==> src/rtl/posit32_double_converter_unit_defines.svh <==
// Assertion macros for the posit/double converter
`ifndef POSIT32_DOUBLE_CONVERTER_UNIT_DEFINES_SVH
`define POSIT32_DOUBLE_CONVERTER_UNIT_DEFINES_SVH

`ifndef NO_ASSERTIONS

// checked only outside reset
`define P32DC_ASSERT(lbl, clk_i, rst_ni, prop, msg) \
	lbl: assert property (@(posedge clk_i) disable iff (!rst_ni) (prop)) else $error(msg);

// checked at every edge, reset included
`define P32DC_ASSERT_ALWAYS(lbl, clk_i, prop, msg) \
	lbl: assert property (@(posedge clk_i) (prop)) else $error(msg);

`else

`define P32DC_ASSERT(lbl, clk_i, rst_ni, prop, msg)
`define P32DC_ASSERT_ALWAYS(lbl, clk_i, prop, msg)

`endif

`endif

==> src/rtl/p32dc_pkg.sv <==
package p32dc_pkg;

	typedef struct packed {
		logic        mode;
		logic [63:0] operand;
	} req_t;

	typedef struct packed {
		logic [63:0] result;
		logic        invalid;
	} rsp_t;

	typedef logic [4:0] run_t;

	localparam logic MODE_ENCODE = 1'b0;
	localparam logic MODE_DECODE = 1'b1;

	localparam logic [1:0]  ES_RESET     = 2'd2;
	localparam logic [10:0] EXP_ALL_ONES = 11'h7ff;
	localparam logic [11:0] EXP_BIAS     = 12'd1023;
	localparam logic [31:0] POSIT_NAR    = 32'h8000_0000;
	localparam logic [30:0] POSIT_MAXPOS = 31'h7fff_ffff;
	localparam logic [63:0] DBL_POS_INF  = 64'h7ff0_0000_0000_0000;

endpackage

==> src/rtl/posit32_double_converter_unit.sv <==
// channel | direction | payload                  | handshake
// req     | in        | mode, operand            | req_valid / req_ready
// rsp     | out       | result, invalid          | rsp_valid / rsp_ready
// cfg     | in        | posit_es (cfg_wdata)     | cfg_we, no wait
//
// Four register stages; one transaction per cycle unless rsp_ready stalls the pipe.
// Stage depth is set by the 64-bit regime shifter, the 31-bit rounding increment
// and the regime run count.
// Reset clears all stage valids and sets posit_es to 2.
// A full stage holds while the next one is full and cannot advance; empty stages are filled under a stall.
`include "posit32_double_converter_unit_defines.svh"

module posit32_double_converter_unit (
	input  logic                clk,
	input  logic                arst_n,
	input  logic                req_valid,
	output logic                req_ready,
	input  p32dc_pkg::req_t     req,
	output logic                rsp_valid,
	input  logic                rsp_ready,
	output p32dc_pkg::rsp_t     rsp,
	input  logic                cfg_we,
	input  logic [1:0]          cfg_wdata
);

	logic [1:0] es_q;

	logic v_s1, v_s2, v_s3, v_s4;
	logic en_s1, en_s2, en_s3, en_s4;

	// stage 1 signals
	logic [10:0]        bexp_c;
	logic [51:0]        mant_c;
	logic [31:0]        p_c;
	logic signed [11:0] e_c, maxe_c, mine_c, ecl_c;
	logic signed [8:0]  ec_c, reg9_c;
	logic signed [5:0]  reg_c;
	logic [5:0]         shx_c;
	logic [2:0]         emask_c, eb_c;
	logic               rpos_c;
	logic [61:0]        pay_c;
	logic               nar_c, zero_c, inv_c, sgn_c;

	logic               mode_s1, sgn_s1, zero_s1, nar_s1, inv_s1, rpos_s1;
	logic [1:0]         es_s1;
	logic [4:0]         sh_s1;
	logic [61:0]        pay_s1;
	logic [31:0]        pos_s1;

	// stage 2 signals
	logic [63:0]        frac_c;
	logic [30:0]        rv_c;
	p32dc_pkg::run_t    k_c;

	logic               mode_s2, sgn_s2, zero_s2, nar_s2, inv_s2, stk_s2;
	logic [1:0]         es_s2;
	logic [31:0]        hi_s2;
	logic [31:0]        pos_s2;
	p32dc_pkg::run_t    k_s2;

	// stage 3 signals
	logic               rnd_c;
	logic [31:0]        sum_c;
	logic [30:0]        mag_c;
	logic signed [6:0]  sr_c;
	logic [5:0]         pamt_c;
	logic [31:0]        pef_c, pfrac_c;
	logic [2:0]         efield_c;
	logic [11:0]        de_c;
	logic [63:0]        dres_c;

	logic               mode_s3, sgn_s3, zero_s3, nar_s3, inv_s3;
	logic [30:0]        mag_s3;
	logic [63:0]        dres_s3;

	// stage 4 signals
	logic [31:0]        emag_c;
	logic [63:0]        res_c;

	logic               mode_s4, inv_s4;
	logic [63:0]        res_s4;

	always_ff @(posedge clk or negedge arst_n) begin
		if (!arst_n) begin
			es_q <= p32dc_pkg::ES_RESET;
		end else if (cfg_we) begin
			es_q <= cfg_wdata;
		end
	end

	assign en_s4     = !v_s4 || rsp_ready;
	assign en_s3     = !v_s3 || en_s4;
	assign en_s2     = !v_s2 || en_s3;
	assign en_s1     = !v_s1 || en_s2;
	assign req_ready = en_s1;

	always_ff @(posedge clk or negedge arst_n) begin
		if (!arst_n) begin
			v_s1 <= 1'b0;
			v_s2 <= 1'b0;
			v_s3 <= 1'b0;
			v_s4 <= 1'b0;
		end else begin
			if (en_s1) begin
				v_s1 <= req_valid;
			end
			if (en_s2) begin
				v_s2 <= v_s1;
			end
			if (en_s3) begin
				v_s3 <= v_s2;
			end
			if (en_s4) begin
				v_s4 <= v_s3;
			end
		end
	end

	// stage 1: classify, clamp the exponent, split regime and exponent bits
	always_comb begin
		bexp_c  = req.operand[62:52];
		mant_c  = req.operand[51:0];
		p_c     = req.operand[31:0];
		e_c     = $signed({1'b0, bexp_c}) - $signed(p32dc_pkg::EXP_BIAS);
		maxe_c  = $signed(12'd30 << es_q);
		mine_c  = 12'sd0 - $signed(12'd31 << es_q);
		if (e_c > maxe_c) begin
			ecl_c = maxe_c;
		end else if (e_c < mine_c) begin
			ecl_c = mine_c;
		end else begin
			ecl_c = e_c;
		end
		ec_c    = ecl_c[8:0];
		reg9_c  = ec_c >>> es_q;
		reg_c   = reg9_c[5:0];
		emask_c = 3'b111 >> (2'd3 - es_q);
		eb_c    = ec_c[2:0] & emask_c;
		rpos_c  = !reg_c[5];
		shx_c   = rpos_c ? (reg_c + 6'd1) : (6'd0 - reg_c);
		pay_c   = ({mant_c, 10'b0} >> es_q) | (62'(eb_c) << (6'd62 - {4'b0, es_q}));
		nar_c   = (bexp_c == p32dc_pkg::EXP_ALL_ONES);
		inv_c   = nar_c && (mant_c != 52'd0);
		zero_c  = (bexp_c == 11'd0) && (mant_c == 52'd0);
		sgn_c   = (req.mode == p32dc_pkg::MODE_DECODE) ? p_c[31] : req.operand[63];
	end

	always_ff @(posedge clk) begin
		if (en_s1 && req_valid) begin
			mode_s1 <= req.mode;
			es_s1   <= es_q;
			sgn_s1  <= sgn_c;
			rpos_s1 <= rpos_c;
			sh_s1   <= shx_c[4:0];
			pay_s1  <= pay_c;
			pos_s1  <= p_c[31] ? (32'd0 - p_c) : p_c;
			if (req.mode == p32dc_pkg::MODE_DECODE) begin
				zero_s1 <= (p_c == 32'd0);
				nar_s1  <= (p_c == p32dc_pkg::POSIT_NAR);
				inv_s1  <= 1'b0;
			end else begin
				zero_s1 <= zero_c;
				nar_s1  <= nar_c;
				inv_s1  <= inv_c;
			end
		end
	end

	// stage 2: place the regime run, count the run of a decoded posit
	assign frac_c = $signed({rpos_s1, !rpos_s1, pay_s1}) >>> sh_s1;
	assign rv_c   = pos_s1[30] ? ~pos_s1[30:0] : pos_s1[30:0];

	p32dc_run_cnt u_run_cnt (
		.bits  (rv_c),
		.count (k_c)
	);

	always_ff @(posedge clk) begin
		if (en_s2 && v_s1) begin
			mode_s2 <= mode_s1;
			es_s2   <= es_s1;
			sgn_s2  <= sgn_s1;
			zero_s2 <= zero_s1;
			nar_s2  <= nar_s1;
			inv_s2  <= inv_s1;
			hi_s2   <= frac_c[62:31];
			stk_s2  <= |frac_c[30:0];
			pos_s2  <= pos_s1;
			k_s2    <= k_c;
		end
	end

	// stage 3: round to nearest even with saturation; assemble the double
	always_comb begin
		rnd_c    = hi_s2[0] && (hi_s2[1] || stk_s2);
		sum_c    = {1'b0, hi_s2[31:1]} + {31'd0, rnd_c};
		if (sum_c[31]) begin
			mag_c = p32dc_pkg::POSIT_MAXPOS;
		end else if (sum_c[30:0] == 31'd0) begin
			mag_c = 31'd1;
		end else begin
			mag_c = sum_c[30:0];
		end
		sr_c     = pos_s2[30] ? ({2'b0, k_s2} - 7'd1) : (7'd0 - {2'b0, k_s2});
		pamt_c   = {1'b0, k_s2} + 6'd2;
		pef_c    = pos_s2 << pamt_c;
		efield_c = 3'(pef_c >> (6'd32 - {4'b0, es_s2}));
		pfrac_c  = pef_c << es_s2;
		de_c     = ({{5{sr_c[6]}}, sr_c} << es_s2) + {9'd0, efield_c} + p32dc_pkg::EXP_BIAS;
		if (zero_s2) begin
			dres_c = 64'd0;
		end else if (nar_s2) begin
			dres_c = p32dc_pkg::DBL_POS_INF;
		end else begin
			dres_c = {sgn_s2 | de_c[11], de_c[10:0], pfrac_c, 20'd0};
		end
	end

	always_ff @(posedge clk) begin
		if (en_s3 && v_s2) begin
			mode_s3 <= mode_s2;
			sgn_s3  <= sgn_s2;
			zero_s3 <= zero_s2;
			nar_s3  <= nar_s2;
			inv_s3  <= inv_s2;
			mag_s3  <= mag_c;
			dres_s3 <= dres_c;
		end
	end

	// stage 4: apply the sign, select the result
	always_comb begin
		emag_c = sgn_s3 ? (32'd0 - {1'b0, mag_s3}) : {1'b0, mag_s3};
		if (mode_s3 == p32dc_pkg::MODE_DECODE) begin
			res_c = dres_s3;
		end else if (zero_s3) begin
			res_c = 64'd0;
		end else if (nar_s3) begin
			res_c = {32'd0, p32dc_pkg::POSIT_NAR};
		end else begin
			res_c = {32'd0, emag_c};
		end
	end

	always_ff @(posedge clk) begin
		if (en_s4 && v_s3) begin
			mode_s4 <= mode_s3;
			inv_s4  <= inv_s3;
			res_s4  <= res_c;
		end
	end

	assign rsp_valid   = v_s4;
	assign rsp.result  = res_s4;
	assign rsp.invalid = inv_s4;

	`P32DC_ASSERT(a_inv_gives_nar, clk, arst_n, v_s4 && inv_s4 |-> res_s4 == {32'd0, p32dc_pkg::POSIT_NAR}, "invalid transaction without NaR result")
	`P32DC_ASSERT(a_decode_no_inv, clk, arst_n, v_s4 && (mode_s4 == p32dc_pkg::MODE_DECODE) |-> !inv_s4, "decode transaction flagged invalid")
	`P32DC_ASSERT(a_encode_upper_zero, clk, arst_n, v_s4 && (mode_s4 == p32dc_pkg::MODE_ENCODE) |-> res_s4[63:32] == 32'd0, "encode result has upper bits set")
	`P32DC_ASSERT_ALWAYS(a_full_when_blocked, clk, !req_ready |-> v_s1 && v_s2 && v_s3 && v_s4 && !rsp_ready, "input blocked with a free stage")

endmodule

==> src/rtl/p32dc_run_cnt.sv <==
module p32dc_run_cnt (
	input  logic [30:0]       bits,
	output p32dc_pkg::run_t   count
);

	logic [31:0]      x;
	p32dc_pkg::run_t  n;

	// leading zeros of bits; sentinel caps the all-zero case at 31
	always_comb begin
		x = {bits, 1'b1};
		n = '0;
		if (x[31:16] == 16'd0) begin
			n[4] = 1'b1;
			x    = x << 16;
		end
		if (x[31:24] == 8'd0) begin
			n[3] = 1'b1;
			x    = x << 8;
		end
		if (x[31:28] == 4'd0) begin
			n[2] = 1'b1;
			x    = x << 4;
		end
		if (x[31:30] == 2'd0) begin
			n[1] = 1'b1;
			x    = x << 2;
		end
		if (x[31] == 1'b0) begin
			n[0] = 1'b1;
		end
	end

	assign count = n;

endmodule
==> config.mk <==
export PLATFORM = sky130hd
export DESIGN_NAME = posit32_double_converter_unit
export DESIGN_NICKNAME = d
export VERILOG_FILES = /design/src/rtl/p32dc_pkg.sv /design/src/rtl/posit32_double_converter_unit.sv /design/src/rtl/p32dc_run_cnt.sv
export VERILOG_INCLUDE_DIRS = /design/src /design/src/rtl
export SDC_FILE = /design/constraint.sdc
export NUM_CORES = 1
export LEC_CHECK = 0
export ABC_AREA = 1
export BUFFER_PORTS_ARGS = -buffer_cell sky130_fd_sc_hd__buf_2
export CAP_MARGIN = 5
export CORE_MARGIN = 8
export CORE_UTILIZATION = 34
export DETAILED_ROUTE_END_ITERATION = 16
export SLEW_MARGIN = 10
export SYNTH_ARGS = -nofsm -noshare
export SYNTH_HDL_FRONTEND = slang
export SYNTH_HIERARCHICAL = 1
export SYNTH_SLANG_ARGS = --single-unit
==> constraint.sdc <==
create_clock -name clk -period 6.7 [get_ports clk]
set_input_delay 0.335 -clock clk [delete_from_list [all_inputs] [get_ports clk]]
set_output_delay 0.335 -clock clk [all_outputs]
set_load 0.01 [all_outputs]
# ---- Word level (Yosys, flattened, before mapping)
# Index checks and enable logic that the tools add are counted.
dict set report totals {
  register_bits 355
  latch_bits 0
  ramBits 0
  romBits 0
  input_bits 72
  elab_cells 125
  mem_count 0
}
dict set report op_classes {
  n_addsub 15
  mul 0
  n_div 0
  order_cmp 2
  n_eq_ne 2
  shifts 11
  mux 24
  bitwise 4
  n_reduce_logical 30
}
# operator n
set ops {}
lappend ops {{$mux 32} 7}
lappend ops {{$mux 31} 3}
lappend ops {{$mux 64} 1}
lappend ops {{$sshr 64x5->63} 1}
lappend ops {{$mux 63} 1}
lappend ops {{$or 62x62->62} 1}
lappend ops {{$shl 3x6->62} 1}
lappend ops {{$shr 62x2->62} 1}
lappend ops {{$logic_not 52->1} 1}
lappend ops {{$reduce_bool 52->1} 1}
lappend ops {{$add 31x1->32} 1}
lappend ops {{$eq 32x32->1 const B} 1}
lappend ops {{$logic_not 32->1} 1}
lappend ops {{$shl 32x2->32} 1}
lappend ops {{$shl 32x6->32} 1}
lappend ops {{$shr 32x6->3} 1}
lappend ops {{$sub 1x31->32 const A} 1}
lappend ops {{$sub 1x32->32 const A} 1}
lappend ops {{$logic_not 31->1} 1}
lappend ops {{$not 31->31} 1}
lappend ops {{$reduce_or 31->1} 1}
lappend ops {{$shl 5x2->12 const A} 2}
lappend ops {{$mux 9} 2}
lappend ops {{$logic_not 16->1} 1}
lappend ops {{other kinds (31)} 54}

# ---- Depth between registers and ports, before layout
dict set report logic_depth {
  depth_word 11
  depth_mapped 31
  ltp_nobuf 29
}

# ---- By module
# Netlist, hierarchy kept.
# module instances cells_per_inst area_per_inst_um2 seq_area_each_um2
set modules_own_cells {}
lappend modules_own_cells {posit32_double_converter_unit 1 2580 20983.9 9820.7}
lappend modules_own_cells {p32dc_run_cnt 1 96 588.1 0.0}

# ---- Worst setup path after synthesis
# OpenSTA, ideal clock, no wires.
dict set report synth_path {
  kind {reg2reg}
  startpoint {register v_s4, in the netlist rsp_valid}
  endpoint {register es_s1[0], enable pin}
  arrival_ns 5.011
  required_ns 6.138
  path_slack_ns 1.127
  path_stages_with_launch 10
  n_path_buf 0
  cell_sequence {dfrtp_1 > inv_1 > nor2_1 > inv_1 > nor2_1 > inv_1 > nor2_1 > inv_1 > nor2_1 > nor2_1}
}
dict set report synth_via {
  elab_chain_cells 6
}
# element line
set synth_rtl {}
lappend synth_rtl {{start: declaration} posit32_double_converter_unit.sv:28} ;# logic v_s1, v_s2, v_s3, v_s4;
lappend synth_rtl {{start signal: assignment} posit32_double_converter_unit.sv:114} ;# v_s4 <= v_s3;
lappend synth_rtl {{$logic_not 1->1} posit32_double_converter_unit.sv:91} ;# assign en_s4 = !v_s4 || rsp_ready;
lappend synth_rtl {{$logic_or 1x1->1} posit32_double_converter_unit.sv:91}
lappend synth_rtl {{$logic_or 1x1->1} posit32_double_converter_unit.sv:92} ;# assign en_s3 = !v_s3 || en_s4;
lappend synth_rtl {{$logic_or 1x1->1} posit32_double_converter_unit.sv:93} ;# assign en_s2 = !v_s2 || en_s3;
lappend synth_rtl {{$logic_or 1x1->1} posit32_double_converter_unit.sv:94} ;# assign en_s1 = !v_s1 || en_s2;
lappend synth_rtl {{$logic_and 1x1->1} posit32_double_converter_unit.sv:149} ;# if (en_s1 && req_valid) begin
lappend synth_rtl {{end signal: assignment} posit32_double_converter_unit.sv:151} ;# es_s1 <= es_q;
lappend synth_rtl {{end: declaration} posit32_double_converter_unit.sv:45} ;# logic [1:0] es_s1;
# No other way between the ends.
# A chain may end at the register's enable or synchronous reset.

# ---- Final worst setup path
dict set report layout_path {
  startpoint {register k_s2[2]}
  endpoint {register dres_s3[60], data pin}
}
dict set report layout_via {
  elab_chain_cells 6
}
# element line
set layout_rtl {}
lappend layout_rtl {{start: declaration} posit32_double_converter_unit.sv:59} ;# p32dc_pkg::run_t k_s2;
lappend layout_rtl {{start signal: assignment} posit32_double_converter_unit.sv:189} ;# k_s2 <= k_c;
lappend layout_rtl {{$add 5x2->6, or another cell as far along} posit32_double_converter_unit.sv:205} ;# pamt_c = {1'b0, k_s2} + 6'd2;
lappend layout_rtl {{$shl 32x6->32 or $mux 7 (tied branches)} {posit32_double_converter_unit.sv:206, posit32_double_converter_unit.sv:204}}
lappend layout_rtl {{$shr 32x6->3 or $shl 12x2->12 (tied branches)} {posit32_double_converter_unit.sv:207, posit32_double_converter_unit.sv:209}}
lappend layout_rtl {{$add 12x3->12 *} posit32_double_converter_unit.sv:209} ;# de_c = ({{5{sr_c[6]}}, sr_c} << es_s2) + {9'd0, efield_c} + p32dc_pkg::EXP_BIAS;
lappend layout_rtl {{$add 12x10->12 *} posit32_double_converter_unit.sv:209}
lappend layout_rtl {{$mux 63 *} posit32_double_converter_unit.sv:212} ;# end else if (nar_s2) begin
lappend layout_rtl {{end signal: assignment} posit32_double_converter_unit.sv:227} ;# dres_s3 <= dres_c;
lappend layout_rtl {{end: declaration} posit32_double_converter_unit.sv:74} ;# logic [63:0] dres_s3;
# Every way passes the cells marked *; elsewhere a longest branch is shown, timed or not.

==> flow_summary.yaml <==
detailed_routing:
  drt_iter0_markers: 1556
  ant_nets: 0
  vias_per_cell: 4.88
  vias: 17713
  drc_errors: 0
  first_pass_iters: 6
  wirelength_um: 55000
  wl_per_cell_um: 15.1
cts:
  clkSlewWorstSetupHoldPaths_ns: 0.06
  cts_hold_buffers: 7
  post_cts_resized: 0
  cts.sinks: 328
  cts_buffers: 38
  postCtsSetupRepairBufs: 0
  clk_root_buffer_cell: "clkbuf_16"
  htreeDepth: 2
  insertion_delay_ns: 0.56
  cts.path.max_buffers: 3
  cts_tree: "done"
final_layout:
  fin_area_mm2: 0.0243
  drive_gt1_frac: 0.107
  nets: 2865
  area.growth.synth_to_final_pct: 12.8
min_path:
  hold_class: "input pin to flip-flop"
global_route:
  grt_antenna_before_repair: 13
  grt_remaining_overflow: 0
  grt_pass1_vias: 16764
  grt_max_degree: 90
  grt_use_total: 0.151
  grt_pass1_wl_um: 88800
setup_path:
  start_kind: "flip-flop"
  crit_fanout: 30
  crit_type: "flip-flop to flip-flop"
  crit_arrival_ns: 5.31
  crit_path_end_kind: "flip-flop"
  cp_data_required_time_ns: 7.01
power:
  power_density_mw_per_mm2: 298
  ir_drop_mv: 0.161
  cellLeakagePower_nw: 10.6
  power_mw: 7.24
floorplan:
  placementRows: 92
  fp.dieH_um: 268
  dieArea_mm2: 0.0718
  io_pins: 139
  core-area_mm2: 0.0629
  die_x_um: 268
  start_util: 0.343
yosys:
  synth_top_area_share: 0.448
  async_reset_ff_frac: 0.0183
  synth_edf_count: 322
  synth-main-ff-cell: "edfxtp_1"
  yosysSeqAreaShare: 0.455
  ys_ff_latch: 328
  syn_inst: 2676
  ys_types: 61
  avgSynthCellArea_um2: 8.06
  yosysWarnings: 6
  netlist_area_mm2: 0.0216
  synth_largest_area_cell: "edfxtp_1"
  synth_area_leaders: "edfxtp_1, nand2_1, o21ai_0, inv_1, xor2_1"
timing:
  setup_viol_count_final: 0
  relSlewSlack: 0.272
  rsz0062_at_grt: "false"
  tns_ns: 0
  slew_viol_final: 0
  skew_ns: 0.0260
  fmax_mhz: 200
  worstMarginPinSlew_ns: 1.09
  period_needed_ns: 5.00
  min_period_over_period: 0.747
  hold_viol: 0
placement:
  place_congestion: 0.909
  placed_area_mm2: 0.0230
  place_hpwl_um: 42500
  port_buffers: 138
status:
  outcome: "completed"
flow_run:
  maxCapViolations: 0
==> kinds of logic after synthesis <==
logic type,after synthesis,share of synthesized area
simple gates,1188,0.238
compound gates,507,0.129
buf+inv,435,0.0776
flops,328,0.455
xor+xnor,109,0.0443
mux,66,0.0306
fa+ha+maj,42,0.0247
other cells,1,0.000174
==> state kept, by name, indices dropped and copies added, names as in the netlist, 31 cells and up <==
register  count
res_s4       64
pay_s1       55
dres_s3      44
hi_s2        32
pos_s1       32
pos_s2       32
mag_s3       31
==> metrics by stage <==
stage | std cells | hold WS [ns] | utilization | setup WS [ns]
floorplan | 2677 | 0.0394 | - | 1.13
global placement | 3550 | 0.235 | 0.366 | 1.79
detailed placement | 3550 | 0.236 | 0.366 | 1.69
CTS | 3626 | 0.0468 | 0.387 | 1.67
global route | 3630 | 0.0876 | 0.387 | 1.17
finish | 3631 | 0.0815 | 0.387 | 1.70
==> routing by layer <==
layer,track usage,vias to the layer above,routed length (µm)
met2,0.238,476,23900
met4,0.0465,16,1430
met1,0.208,7907,26000
met5,0,-,104
li1,-,9204,-
met3,0.0305,110,3580
==> cell usage in the layout (no fill, tap or decap), drive strengths merged, types with 3 or more instances in the layout <==
master,instances
a211oi,7
a21o,4
a21oi,60
a31oi,14
a32o,3
buf,163
bufinv,5
clkbuf,47
clkinv,19
dfrtp,5
diode,5
dlygate4sd3,7
edfxtp,322
ha,41
inv,297
mux2i,66
nand2,735
nand3,168
nand3b,7
nand4,31
nor2,180
nor3,43
nor4,13
o211ai,7
o21a,6
o21ai,335
o21bai,9
o221ai,9
o22ai,38
o31ai,5
or2,6
xnor2,15
xor2,94
==> final cells by class <==
type | count | area, µm²
antenna | 5 | 12.5
clock buffer | 47 | 1010
clock inverter | 22 | 270
fill | 6489 | 38500
inverter | 299 | 1120
multi-input combinational | 1914 | 10100
sequential | 328 | 9820
tap | 846 | 1060
timing repair buffer | 170 | 948
==> worst max-delay path, cell delays in order, from the launching register on <==
cell	delay (ns)
edfxtp_1	0.45
inv_1	0.13
ha_1	0.23
buf_4	0.21
inv_1	0.71
mux2i_1	0.36
nand2_1	0.09
nand2_1	0.13
nand2_1	0.07
a21oi_1	0.23
a21oi_1	0.08
inv_1	0.07
nand2_1	0.05
ha_1	0.32
inv_1	0.05
ha_1	0.28
nand2_1	0.07
nor2_1	0.04
a211oi_1	0.34
o21ai_0	0.21
a21oi_1	0.16
o21bai_1	0.10
xor2_1	0.15
o21ai_0	0.14
inv_1	0.06
==> final timing paths <==
path | end | startpoint | slack (ns) | depth (start not counted)
worst max-delay path | dres_s3[60] | k_s2[2] | 1.70 | 24
worst min-delay path | rsp_valid | rsp_ready | 0.08 | 4
worst max register to register | dres_s3[60] | k_s2[2] | 1.70 | 24
worst min register to register | pos_s2[31] | pos_s1[31] | 0.42 | 0
max in group asynchronous | es_q[1] | arst_n | 6.26 | 2
min in group asynchronous | v_s1 | arst_n | 0.18 | 2
==> cells in the mapped netlist (5+ instances only) <==
cell type / n
inv_1: 287
nor2_1: 163
a211oi_1: 7
edfxtp_1: 322
inv_2: 6
a31oi_1: 14
mux2i_1: 66
o221ai_1: 9
nand4_1: 30
nand3_2: 9
dfrtp_1: 5
xnor2_1: 15
nor3_1: 41
buf_2: 9
ha_1: 41
nand2_1: 707
o21a_1: 6
nor2_2: 11
xor2_1: 94
o21ai_0: 331
o211ai_1: 7
o21bai_1: 9
o31ai_1: 5
or2_2: 6
nand3_1: 158
nand2_2: 25
a21oi_1: 60
buf_1: 22
clkbuf_1: 101
nor4_1: 13
o22ai_1: 38
clkinv_1: 6
nand3b_1: 7
==> where the power goes <==
part | total (mW) | internal, mW | switching [mW]
combinational | 2.24 | 0.735 | 1.51
clock | 2.11 | 1.27 | 0.837
sequential | 2.89 | 2.70 | 0.190
total | 7.24 | 4.71 | 2.54
Power figures use the tool's default switching activity.
